`src/rtl/core/srt_pkg.sv`:
```
// Shared types and codes for the sorted record table.
package srt_pkg;

    localparam logic [9:0] GRADE_MAX = 10'd1000;

    localparam logic [1:0] ST_ADDED = 2'd0;
    localparam logic [1:0] ST_FULL  = 2'd1;
    localparam logic [1:0] ST_READ  = 2'd2;
    localparam logic [1:0] ST_RANGE = 2'd3;

    localparam logic ACT_LOAD = 1'b0;
    localparam logic ACT_READ = 1'b1;

    localparam logic [1:0] CMP_UND = 2'd0;
    localparam logic [1:0] CMP_LT  = 2'd1;
    localparam logic [1:0] CMP_EQ  = 2'd2;
    localparam logic [1:0] CMP_GT  = 2'd3;

    typedef enum logic [7:0] {
        S_IDLE  = 8'b0000_0001,
        S_COPY  = 8'b0000_0010,
        S_MAPRD = 8'b0000_0100,
        S_CMP   = 8'b0000_1000,
        S_SHRD  = 8'b0001_0000,
        S_SHWR  = 8'b0010_0000,
        S_PLACE = 8'b0100_0000,
        S_RDOUT = 8'b1000_0000
    } t_state;

    typedef struct packed {
        logic       clr;
        logic       en;
        logic [7:0] sur_a;
        logic [7:0] sur_b;
        logic [7:0] giv_a;
        logic [7:0] giv_b;
    } t_cmp_req;

endpackage

```
`src/rtl/core/srt_key_cmp.sv`:
```
// Byte-serial compare of a stored key against the new key, surname first.
module srt_key_cmp (
    input  logic              i_clk,
    input  logic              i_rst_n,
    input  srt_pkg::t_cmp_req i_req,
    output logic              o_greater
);
    import srt_pkg::*;

    logic [1:0] r_sur, n_sur;
    logic [1:0] r_giv, n_giv;

    function automatic logic [1:0] step(input logic [1:0] s, input logic [7:0] a,
                                        input logic [7:0] b);
        logic [1:0] r;
        r = s;
        if (s == CMP_UND) begin
            if (a != b) r = (a > b) ? CMP_GT : CMP_LT;
            else if (a == 8'd0) r = CMP_EQ;
        end
        return r;
    endfunction

    always_comb begin
        n_sur = r_sur;
        n_giv = r_giv;
        if (i_req.clr) begin
            n_sur = CMP_UND;
            n_giv = CMP_UND;
        end else if (i_req.en) begin
            n_sur = step(r_sur, i_req.sur_a, i_req.sur_b);
            n_giv = step(r_giv, i_req.giv_a, i_req.giv_b);
        end
    end

    always_ff @(posedge i_clk) begin
        if (!i_rst_n) begin
            r_sur <= CMP_UND;
            r_giv <= CMP_UND;
        end else begin
            r_sur <= n_sur;
            r_giv <= n_giv;
        end
    end

    // an undecided name at the end of the sweep counts as equal
    assign o_greater = (r_sur == CMP_GT) || ((r_sur != CMP_LT) && (r_giv == CMP_GT));

endmodule

```
`config.mk`:
```
export PLATFORM = sky130hd
export DESIGN_NAME = srt_key_cmp
export DESIGN_NICKNAME = d
export VERILOG_FILES = /design/src/rtl/core/srt_pkg.sv /design/src/rtl/core/srt_key_cmp.sv
export SDC_FILE = /design/constraint.sdc
export NUM_CORES = 1
export LEC_CHECK = 0
export BUFFER_PORTS_ARGS = -buffer_cell sky130_fd_sc_hd__buf_4
export CAP_MARGIN = 30
export CORE_MARGIN = 1.5
export CORE_UTILIZATION = 38
export DETAILED_ROUTE_END_ITERATION = 10
export PLACE_DENSITY_LB_ADDON = 0.1
export SLEW_MARGIN = 20
export SYNTH_ARGS = -nofsm -noshare
export SYNTH_HDL_FRONTEND = slang
export SYNTH_SLANG_ARGS = --single-unit
```
`constraint.sdc`:
```
create_clock -name i_clk -period 1.4 [get_ports i_clk]
set_input_delay 0.21 -clock i_clk [delete_from_list [all_inputs] [get_ports i_clk]]
set_output_delay 0.21 -clock i_clk [all_outputs]
set_load 0.05 [all_outputs]
```
=== Yosys cells after proc, flatten, opt, wreduce, memory -nomap -nowiden ===
Index checks and enable logic that the tools add are counted.

* Memories: 0
* Input port bits: 36
* Latch bits: 0
* Output and inout port bits: 1
* RAM bits: 0
* Flip-flop bits (word level): 4
* ROM bits: 0
* Logic and storage cells: 27

* Muxes and demuxes: 6
* $add $sub $neg: 0
* Div/mod/pow operators: 0
* Bitwise operators: 1
* Reductions and logical operators: 11
* Equal/unequal tests: 5
* Multiply operators: 0
* Shifts and indexed selects: 0
* $lt $le $gt $ge: 2

{| class="wikitable"
|+ Operators by type and width
! operator !! count
|-
| $gt 8x8->1 || 2
|-
| $logic_not 8->1 || 2
|-
| $ne 8x8->1 || 2
|-
| $mux 2 || 6
|-
| $reduce_and 3->1 || 2
|-
| $eq 2x2->1 const B || 2
|-
| $logic_not 2->1 || 2
|-
| $reduce_bool 2->1 || 2
|-
| $ne 2x1->1 const B || 1
|-
| $reduce_or 2->1 || 1
|-
| $logic_and 1x1->1 || 1
|-
| $logic_or 1x1->1 || 1
|-
| $not 1->1 || 1
|}

=== Logic depth before layout (Yosys ltp) ===
Gate-level depths: netlist of the first run.

* Word-level depth: 3
* Depth in mapped cells: 6
* Depth with buffers taken out: 6

=== Least setup slack after synthesis of the first run ===
OpenSTA, ideal clock, no wires.

* Kind: register to output
* From: register r_giv[1]
* To: output port o_greater
* Path buffers: 0
* Data arrival time: 1.483 ns
* Path slack: -0.293 ns
* Cell stages (with the launch flop): 3
* Data required time: 1.190 ns
* Cell sequence: dfxtp_1 nand2_1 o21ai_0

* Longest elaborated chain between the ends: 3

{| class="wikitable"
|+ RTL lines
! item !! line !! text
|-
| start: declaration || srt_key_cmp.sv:11 || <nowiki>logic [1:0] r_giv, n_giv;</nowiki>
|-
| start signal: assignment || srt_key_cmp.sv:42 || <nowiki>r_giv <= n_giv;</nowiki>
|-
| $eq 2x2->1 || srt_key_cmp.sv:47 || <nowiki>assign o_greater = (r_sur == CMP_GT) || ((r_sur != CMP_LT) && (r_giv == CMP_GT));</nowiki>
|-
| $logic_and 1x1->1 || srt_key_cmp.sv:47 ||
|-
| $logic_or 1x1->1 || srt_key_cmp.sv:47 ||
|-
| end: declaration || srt_key_cmp.sv:6 || <nowiki>output logic o_greater</nowiki>
|}

No other way between the ends.

=== Worst setup path in the final report of the first run ===
* From: input port i_req[29] (netlist bit)
* To: register r_sur[1]

* Longest elaborated chain between the ends: 3
* Elaborated cells between the ends (all ways): 7
* Those cells by class: order compare: 1; eq/ne: 1; mux: 2; reduce/logical: 3

{| class="wikitable"
|+ RTL lines
! item !! line !! text
|-
| start: declaration || srt_key_cmp.sv:5 || <nowiki>input srt_pkg::t_cmp_req i_req,</nowiki>
|-
| $gt 8x8->1, or another cell as far along || srt_key_cmp.sv:18 || <nowiki>if (a != b) r = (a > b) ? CMP_GT : CMP_LT;</nowiki>
|-
| $mux 2 or $reduce_bool 2->1 (tied branches) || - ||
|-
| $mux 2 or $reduce_and 3->1 (tied branches) || - ||
|-
| end signal: assignment || srt_key_cmp.sv:41 || <nowiki>r_sur <= n_sur;</nowiki>
|-
| end: declaration || srt_key_cmp.sv:10 || <nowiki>logic [1:0] r_sur, n_sur;</nowiki>
|}

Several ways; a longest one is shown, not always the timed one.
A chain may end at the register's enable or synchronous reset.

==> impl_metrics.ini, run 1 <==
[floorplanning]
coreArea_sq_mm = 0.00151
rows = 14
pin_count = 37
dieArea_sq_mm = 0.00187
die_w_um = 43.3
die_y_um = 43.3
start_util = 0.409

[global_route]
antenna_found_initial = 0
grt_max_degree = 5
grt_pass1_wl_mm = 2.15
grt_pass1_vias = 583
grt_use_total = 0.147
grt_overflow = 0

[worst_hold_path]
hold_path_class = input port to flop
worstHoldStart = i_req[33]

[logic_synthesis]
ys_seq_area_frac = 0.130
ys_ff_latch = 4
synthTopCellsByArea = ha_1, dfxtp_1, inv_1
synth_top_area_frac = 0.325
ys_warn_count = 0
postSynthCellCount = 80
ys_types = 19
synth_nets = 132
netlist.top_cell.by_area = ha_1
syn-cell-area_sq_um = 617
avgSynthCellArea_sq_um = 7.71

[power_and_ir_drop]
switching_share = 0.269
cellInternalPower_w = 0.000343
worst_ir_drop_vdd_uv = 620
pwr-share-seq = 0.265
combPwrFrac = 0.442
power_leakage_nw = 0.548
clock_power_share = 0.293
power.density_mw_per_mm2 = 501
p_sw_w = 0.000126

[worst_setup_path]
crit_chain = buf_4, ha_1, a21o_1, a21o_1, a211o_1, o221a_1
cp-startpoint = i_req[29]
crit_slowest_cell = ha_1
cp_common_cell = a21o_1
worstReg2RegStart = r_giv[1]
cp_top_family = compound AO/OA/AOI/OAI gates
crit_arrival_ns = 1.42
slowest_delay_ns = 0.30
end_kind = flop
path_buf_inv = 1
path_max_fanout = 2
crit_path_start_kind = input port
path_class = input port to flop
crit_required_ns = 1.52

[cells_and_area]
fillers = 149
area_delta_synth_final_pct = 51.9
finalInstanceArea_sq_um = 937
final_layout_size_suffix_gt1_frac = 0.333
fin_nets = 174
antennaDiodeCount = 0

[clocking]
cts_buffer_depth = 2
cts_resized = 0
cts.clk_slew.worst_paths_ns = 0.04
hold_buffers = 0
cts_tree = done
worstSkewPairLatency_ns = 0.23
clock_sinks = 4
cts_buffers = 3
root_buffer = clkbuf_4
post_cts_buffers = 0
htree_levels = 1

[sta]
hold_viol = 0
max_freq_mhz = 769
grt_setup_unrepaired = false
final.setup.worst_slack_ns = 0.0997
fin_skew_ns = 0.00430
period_share = 0.929
setup_tns_ns = 0
worstMarginPinSlew_ns = 0.285
slew_viol_final = 0
setup_violations = 0
relSlewSlack = 0.809
min_period_ns = 1.30

[drt]
vias = 673
drc_errors = 0
routed_wl_mm = 1.23
first_iter_violations = 2
antenna_left = 0
drt-pass1-iter-count = 2
viasPerCell = 4.95
wire_per_inst_um = 9.01

[place]
globalplace.congestion = 0.770
io_buffers = 36
placed_cell_area_sq_um = 915
dp_hpwl_mm = 1.15
dpl_worst_slack_ns = -0.151

[status]
status = completed

[job]
maxCapViolCount = 0
## cells in the final DEF (no fill, tap or decap), types with 3 or more instances in the layout
| cell type | n |
|---|---|
| nor2b_1 | 3 |
| a21o_1 | 4 |
| buf_4 | 37 |
| clkbuf_4 | 3 |
| nor4_1 | 4 |
| nand4_1 | 4 |
| dfxtp_1 | 4 |
| inv_1 | 18 |
| ha_1 | 16 |
| nand2_1 | 4 |
## metal layers
| metal | track usage | vias up | wire [um] |
|---|---|---|---|
| met5 | 0 | - | 0 |
| met4 | 0 | 0 | 0 |
| met3 | 0.0638 | 0 | 130 |
| met2 | 0.227 | 25 | 499 |
| met1 | 0.203 | 277 | 595 |
| li1 | - | 371 | - |
## cell families (layout without fill, tap and decap cells)
logic type	count (synthesis)	after routing	synth area share
AO/OA/AOI/OAI	19	19	0.223
adder cells (fa/ha/maj)	16	16	0.325
buffers and inverters	18	58	0.110
flip-flops	4	4	0.130
AND/OR/NAND/NOR	23	23	0.213
## stage by stage
stage	util	cells	hold slack [ns]	power [W]
after floorplan	-	80	0.402	0.000228
after global placement	0.607	133	0.473	0.000332
after detailed placement	0.607	133	0.477	0.000336
after CTS	0.622	136	0.280	0.000479
after global routing	0.622	136	0.302	0.000515
final	0.622	136	0.282	0.000469
## registers in the layout (all words and copies together) (netlist names)
name and count:
r_giv 2, r_sur 2
## layout make-up
class / count / area, sq um / share of cell area
clock buffer: 3 / 22.5 / 0.0240
inverter: 18 / 67.6 / 0.0721
multi-input combinational: 58 / 469 / 0.501
sequential: 4 / 80.1 / 0.0854
tap: 16 / 20.0 / 0.0214
timing repair buffer: 37 / 278 / 0.296
## synth_stat cells
master and n:
nor2b_1 3, o21a_1 2, nand2_1 4, o221a_1 2, and3_1 2, nand2b_1 2, o21ai_0 3, inv_1 18
nor2_1 2, a211o_1 2, a21oi_1 2, ha_1 16, nor4_1 4, a21o_1 4, dfxtp_1 4, a31oi_1 2
o211ai_1 2, nand4_1 4, nor3b_1 2
## worst reg2reg max path, cell delays in order (launching register included)
cell	delay, ns
dfxtp_1	0.33
a211o_1	0.23
o221a_1	0.20
## worst paths after layout
check                                end  cells past startpoint  slack [ns]
worst max-delay path            r_sur[1]                      6         0.1
worst min-delay path            r_giv[0]                      3        0.28
worst max register to register  r_giv[1]                      2        0.54
worst min register to register  r_giv[0]                      1        0.49
## power by group through the flow
stage	Combinational, W	Sequential [W]	Clock [W]
after floorplan	0.000104	0.000125	0
after global placement	0.000206	0.000126	0
after detailed placement	0.000210	0.000126	0
after CTS	0.000211	0.000124	0.000144
after global routing	0.000236	0.000125	0.000154
final	0.000207	0.000124	0.000138
(Power assumes the default switching activity.)
==> run 2: changes to the inputs <==
Settings changed: BUFFER_PORTS_ARGS -buffer_cell sky130_fd_sc_hd__buf_4 to -buffer_cell sky130_fd_sc_hd__buf_2.
==> impl_metrics.ini, run 2 (synthesized netlist as in run 1, its figures left out) <==
[worst_setup_path]
crit_path_start_kind = input port
ff2ff_path_depth = 2
path_max_fanout = 2
r2r-end = r_giv[1]
end_kind = flop
crit_arrival_ns = 1.43
rrSetupSlack_ns = 0.54
crit_required_ns = 1.52
path_class = input port to flop
worstReg2RegStart = r_giv[1]

[floorplanning]
dieArea_sq_mm = 0.00187
die_y_um = 43.3
die_w_um = 43.3
pin_count = 37
coreArea_sq_mm = 0.00151
start_util = 0.409
rows = 14

[power_and_ir_drop]
power.density_mw_per_mm2 = 516
power_leakage_nw = 0.532
worst_ir_drop_vdd_uv = 509
power_w = 0.000448

[drt]
drt-pass1-iter-count = 3
routed_wl_mm = 1.24
vias = 693
wire_per_inst_um = 8.94
first_iter_violations = 2
antenna_left = 0
viasPerCell = 4.99
drc_errors = 0

[clocking]
cts_buffer_depth = 2
root_buffer = clkbuf_4
clock_sinks = 4
htree_levels = 1
worstSkewPairLatency_ns = 0.23
cts.clk_slew.worst_paths_ns = 0.04
cts_tree = done
cts_resized = 0
cts_buffers = 3
hold_buffers = 0
post_cts_buffers = 0

[place]
globalplace.congestion = 0.763
dp_hpwl_mm = 1.18
post-place-cells = 136
io_buffers = 36

[sta]
hold_viol = 0
period_share = 0.940
grt_setup_unrepaired = false
worstMarginPinSlew_ns = 0.290
fin_skew_ns = 0.00267
setup_violations = 0
relSlewSlack = 0.805
whs_ns = 0.277
max_freq_mhz = 760
slew_viol_final = 0
min_period_ns = 1.32

[cells_and_area]
final_layout_size_suffix_gt1_frac = 0.350
fin_nets = 177
fin_cells = 139
final_core_utilization = 0.577
antennaDiodeCount = 0
layout_commonest_cell = buf_2
area_delta_synth_final_pct = 41.0
top_regs = r_giv x2, r_sur x2
final_cell_mix = buf_2, inv_1, ha_1

[worst_hold_path]
min_to = r_giv[0]
worstHoldStart = i_req[33]
hold-path-cell-count = 3
hold_path_class = input port to flop

[job]
maxCapViolCount = 0

[global_route]
grt_pass1_vias = 623
antenna_found_initial = 0
grt_max_degree = 5
grt_pass1_wl_mm = 2.33
grt_overflow = 0
grt_use_total = 0.157

[status]
status = completed
[run 2: layout make-up]
| class | count | area (sq um) |
|---|---|---|
| clock buffer | 3 | 22.5 |
| fill | 169 | 637 |
| inverter | 18 | 67.6 |
| tap | 16 | 20.0 |
| timing repair buffer | 40 | 210 |
| multi-input combinational | 58 | 469 |
| sequential | 4 | 80.1 |
[run 2: report_power, final]
| part | internal, W | leakage [nW] | total (W) | switching, W |
|---|---|---|---|---|
| Clock | 0.0000954 | 0.0138 | 0.000136 | 0.0000404 |
| Sequential | 0.000120 | 0.0327 | 0.000124 | 0.00000431 |
| Combinational | 0.000106 | 0.485 | 0.000188 | 0.0000826 |
[run 2: layer usage]
metal | up-vias | track usage | part of all wire
li1 | 377 | - | -
met1 | 292 | 0.218 | 0.48
met2 | 24 | 0.251 | 0.43
met3 | 0 | 0.0511 | 0.083
met4 | 0 | 0 | 0
met5 | - | 0 | 0
[run 2: worst max-delay path by stage]
stage	from	end	slack [ns]	depth (start not counted)
2_1_floorplan	i_req[5]	r_giv[1]	0.003	6
3_3_place_gp	i_req[13]	r_giv[1]	-0.12	6
3_5_place_dp	i_req[29]	r_sur[1]	-0.16	6
4_1_cts	i_req[29]	r_sur[1]	0.08	6
5_1_grt	i_req[29]	r_sur[1]	0.04	6
6_report	i_req[29]	r_sur[1]	0.08	6
[run 2: critical path: stages]
cell     delay, ns
buf_2         0.11
ha_1          0.30
a21o_1        0.16
a21o_1        0.17
a211o_1       0.28
o221a_1       0.20
[run 2: metrics by stage]
step                      area, sq um  setup slack [ns]  TNS (ns)
after global placement            847            -0.121    -0.238
after global routing              870            0.0447         0
final                             870            0.0840         0
after CTS                         870            0.0803         0
after floorplan                   617           0.00336         0
after detailed placement          847            -0.158    -0.306
==> run 3: changes to the inputs <==
Settings changed: ABC_AREA from default to 1, CORE_UTILIZATION 38 to 40.
==> impl_metrics.ini, run 3 <==
[global_route]
grt_max_degree = 5
grt_pass1_vias = 697
grt_use_total = 0.152
grt_pass1_wl_mm = 2.36
grt_overflow = 0
antenna_found_initial = 0

[power_and_ir_drop]
power_leakage_nw = 0.586
cellInternalPower_w = 0.000319
power.density_mw_per_mm2 = 512
p_sw_w = 0.000167
pwr-share-seq = 0.256
worst_ir_drop_vdd_uv = 488
clock_power_share = 0.298
combPwrFrac = 0.446
switching_share = 0.344

[logic_synthesis]
synthMuxAreaShare = 0
synth_compound_gate_area_share = 0.0876
postSynthCellCount = 117
synth-edff-count = 0
synth_top_area_frac = 0.280
ys_warn_count = 0
synth_commonest_cells = nand2_1, inv_1, ha_1
ys_types = 13
ys_seq_area_frac = 0.112
synth_top_family_by_area = simple AND/OR/NAND/NOR gates
synth_xor_area_frac = 0
synthMostInstantiatedCell = nand2_1
synth_adder_area_share = 0.280
synthTopCellsByArea = ha_1, nand2_1, inv_1
avgSynthCellArea_sq_um = 6.11
synth_nets = 169
netlist.top_cell.by_area = ha_1
async_flop_share = 0
yosys.area_share.simple = 0.373
ys.flop_type = dfxtp_1
syn-cell-area_sq_um = 714
ys_ff_latch = 4

[sta]
worstMarginPinSlew_ns = 0.245
grt_setup_unrepaired = false
setup_violations = 0
relSlewSlack = 0.838
min_period_ns = 1.24
final.setup.worst_slack_ns = 0.156
slew_viol_final = 0
period_share = 0.889
setup_tns_ns = 0
fin_skew_ns = 0.0000211
hold_viol = 0
whs_ns = 0.298
max_freq_mhz = 804

[cells_and_area]
top_regs = r_giv x2, r_sur x2
final_layout_size_suffix_gt1_frac = 0.340
fin_cells = 181
area_delta_synth_final_pct = 32.7
layout_commonest_cell = buf_2
antennaDiodeCount = 0
multi_input_area_sq_um = 529
fillers = 175
final_cell_mix = buf_2, nand2_1, inv_1
fin_nets = 210
seqCellArea_sq_um = 80.1

[drt]
wl_met1_um = 582
drc_errors = 0
topRoutingLayerUsed = met3
routed_wl_mm = 1.33
drt-pass1-iter-count = 4
antenna_left = 0
viasPerCell = 4.27
vias = 772
first_iter_violations = 9
wire_per_inst_um = 7.37
wl_met3_um = 77
wl_met2_um = 674

[worst_setup_path]
crit_chain = inv_1, nand3_1, o21ai_1, buf_2
cp_top_family = buffers and inverters
path_class = flop to output pin
path_max_fanout = 3
slowest_delay_ns = 0.31
path_buf_inv = 2
crit_required_ns = 1.19
end_kind = output pin
crit_path_start_kind = flop
crit_slowest_cell = dfxtp_1
crit_arrival_ns = 1.03
rrSetupSlack_ns = 0.49

[place]
globalplace.congestion = 0.712
io_buffers = 36
dp_hpwl_mm = 1.23
post-place-cells = 178
dpl_worst_slack_ns = 0.139

[clocking]
worstSkewPairLatency_ns = 0.24
cts_buffer_depth = 2
cts_resized = 0
post_cts_buffers = 0
root_buffer = clkbuf_4
hold_buffers = 0
htree_levels = 1
clock_sinks = 4
cts_buffers = 3
cts.clk_slew.worst_paths_ns = 0.04
cts_tree = done

[worst_hold_path]
hold_path_class = input port to flop

[floorplanning]
pin_count = 37
start_util = 0.418
coreArea_sq_mm = 0.00171
die_w_um = 45.3
die_y_um = 45.3
dieArea_sq_mm = 0.00205
rows = 15

[job]
maxCapViolCount = 0

[status]
status = completed
run 3: cell families (layout without fill, tap and decap cells):
| logic type | after synthesis | in the layout |
|---|---|---|
| DFF | 4 | 4 |
| adders and majority gates | 16 | 16 |
| and+or+nand+nor | 58 | 58 |
| buffers and inverters | 28 | 67 |
| AOI/OAI and AO/OA | 11 | 11 |
run 3: final timing paths:
kind / startpoint / to / depth (start not counted)
hold / removal: i_req[33] / r_sur[1] / 4
hold reg to reg: r_giv[0] / r_giv[0] / 2
setup / recovery: r_sur[0] / o_greater / 4
setup reg to reg: r_giv[0] / r_giv[1] / 5
run 3: power groups by stage:
stage | Sequential [W] | Clock [W] | Combinational [W]
finish | 0.000124 | 0.000145 | 0.000216
global placement | 0.000126 | 0 | 0.000213
CTS | 0.000124 | 0.000151 | 0.000221
global route | 0.000125 | 0.000158 | 0.000255
detailed placement | 0.000126 | 0 | 0.000219
floorplan | 0.000125 | 0 | 0.000142
run 3: worst reg2reg max path, cell delays in order, from the launching register on:
cell and delay (ns):
dfxtp_1 0.32, nor3_2 0.20, nand2_1 0.10, nand2_1 0.07, nand2_1 0.06, a21oi_2 0.10
run 3: per-layer routing:
layer | track usage | vias to the layer above
li1 | - | 435
met1 | 0.164 | 315
met2 | 0.291 | 22
met3 | 0.0480 | 0
met4 | 0.0176 | 0
met5 | 0 | -
run 3: metrics by stage:
step,cell area (sq um),utilization,power (W)
after floorplan,714,-,0.000267
after global placement,926,0.542,0.000339
after detailed placement,926,0.542,0.000346
after CTS,948,0.555,0.000496
after global routing,948,0.555,0.000537
final,948,0.555,0.000486
run 3: cell type report:
type	count	area share
Inverter	28	0.111
Clock buffer	3	0.0237
Timing Repair Buffer	36	0.190
Multi-Input combinational cell	85	0.558
Sequential cell	4	0.0844
Tap cell	25	0.0330
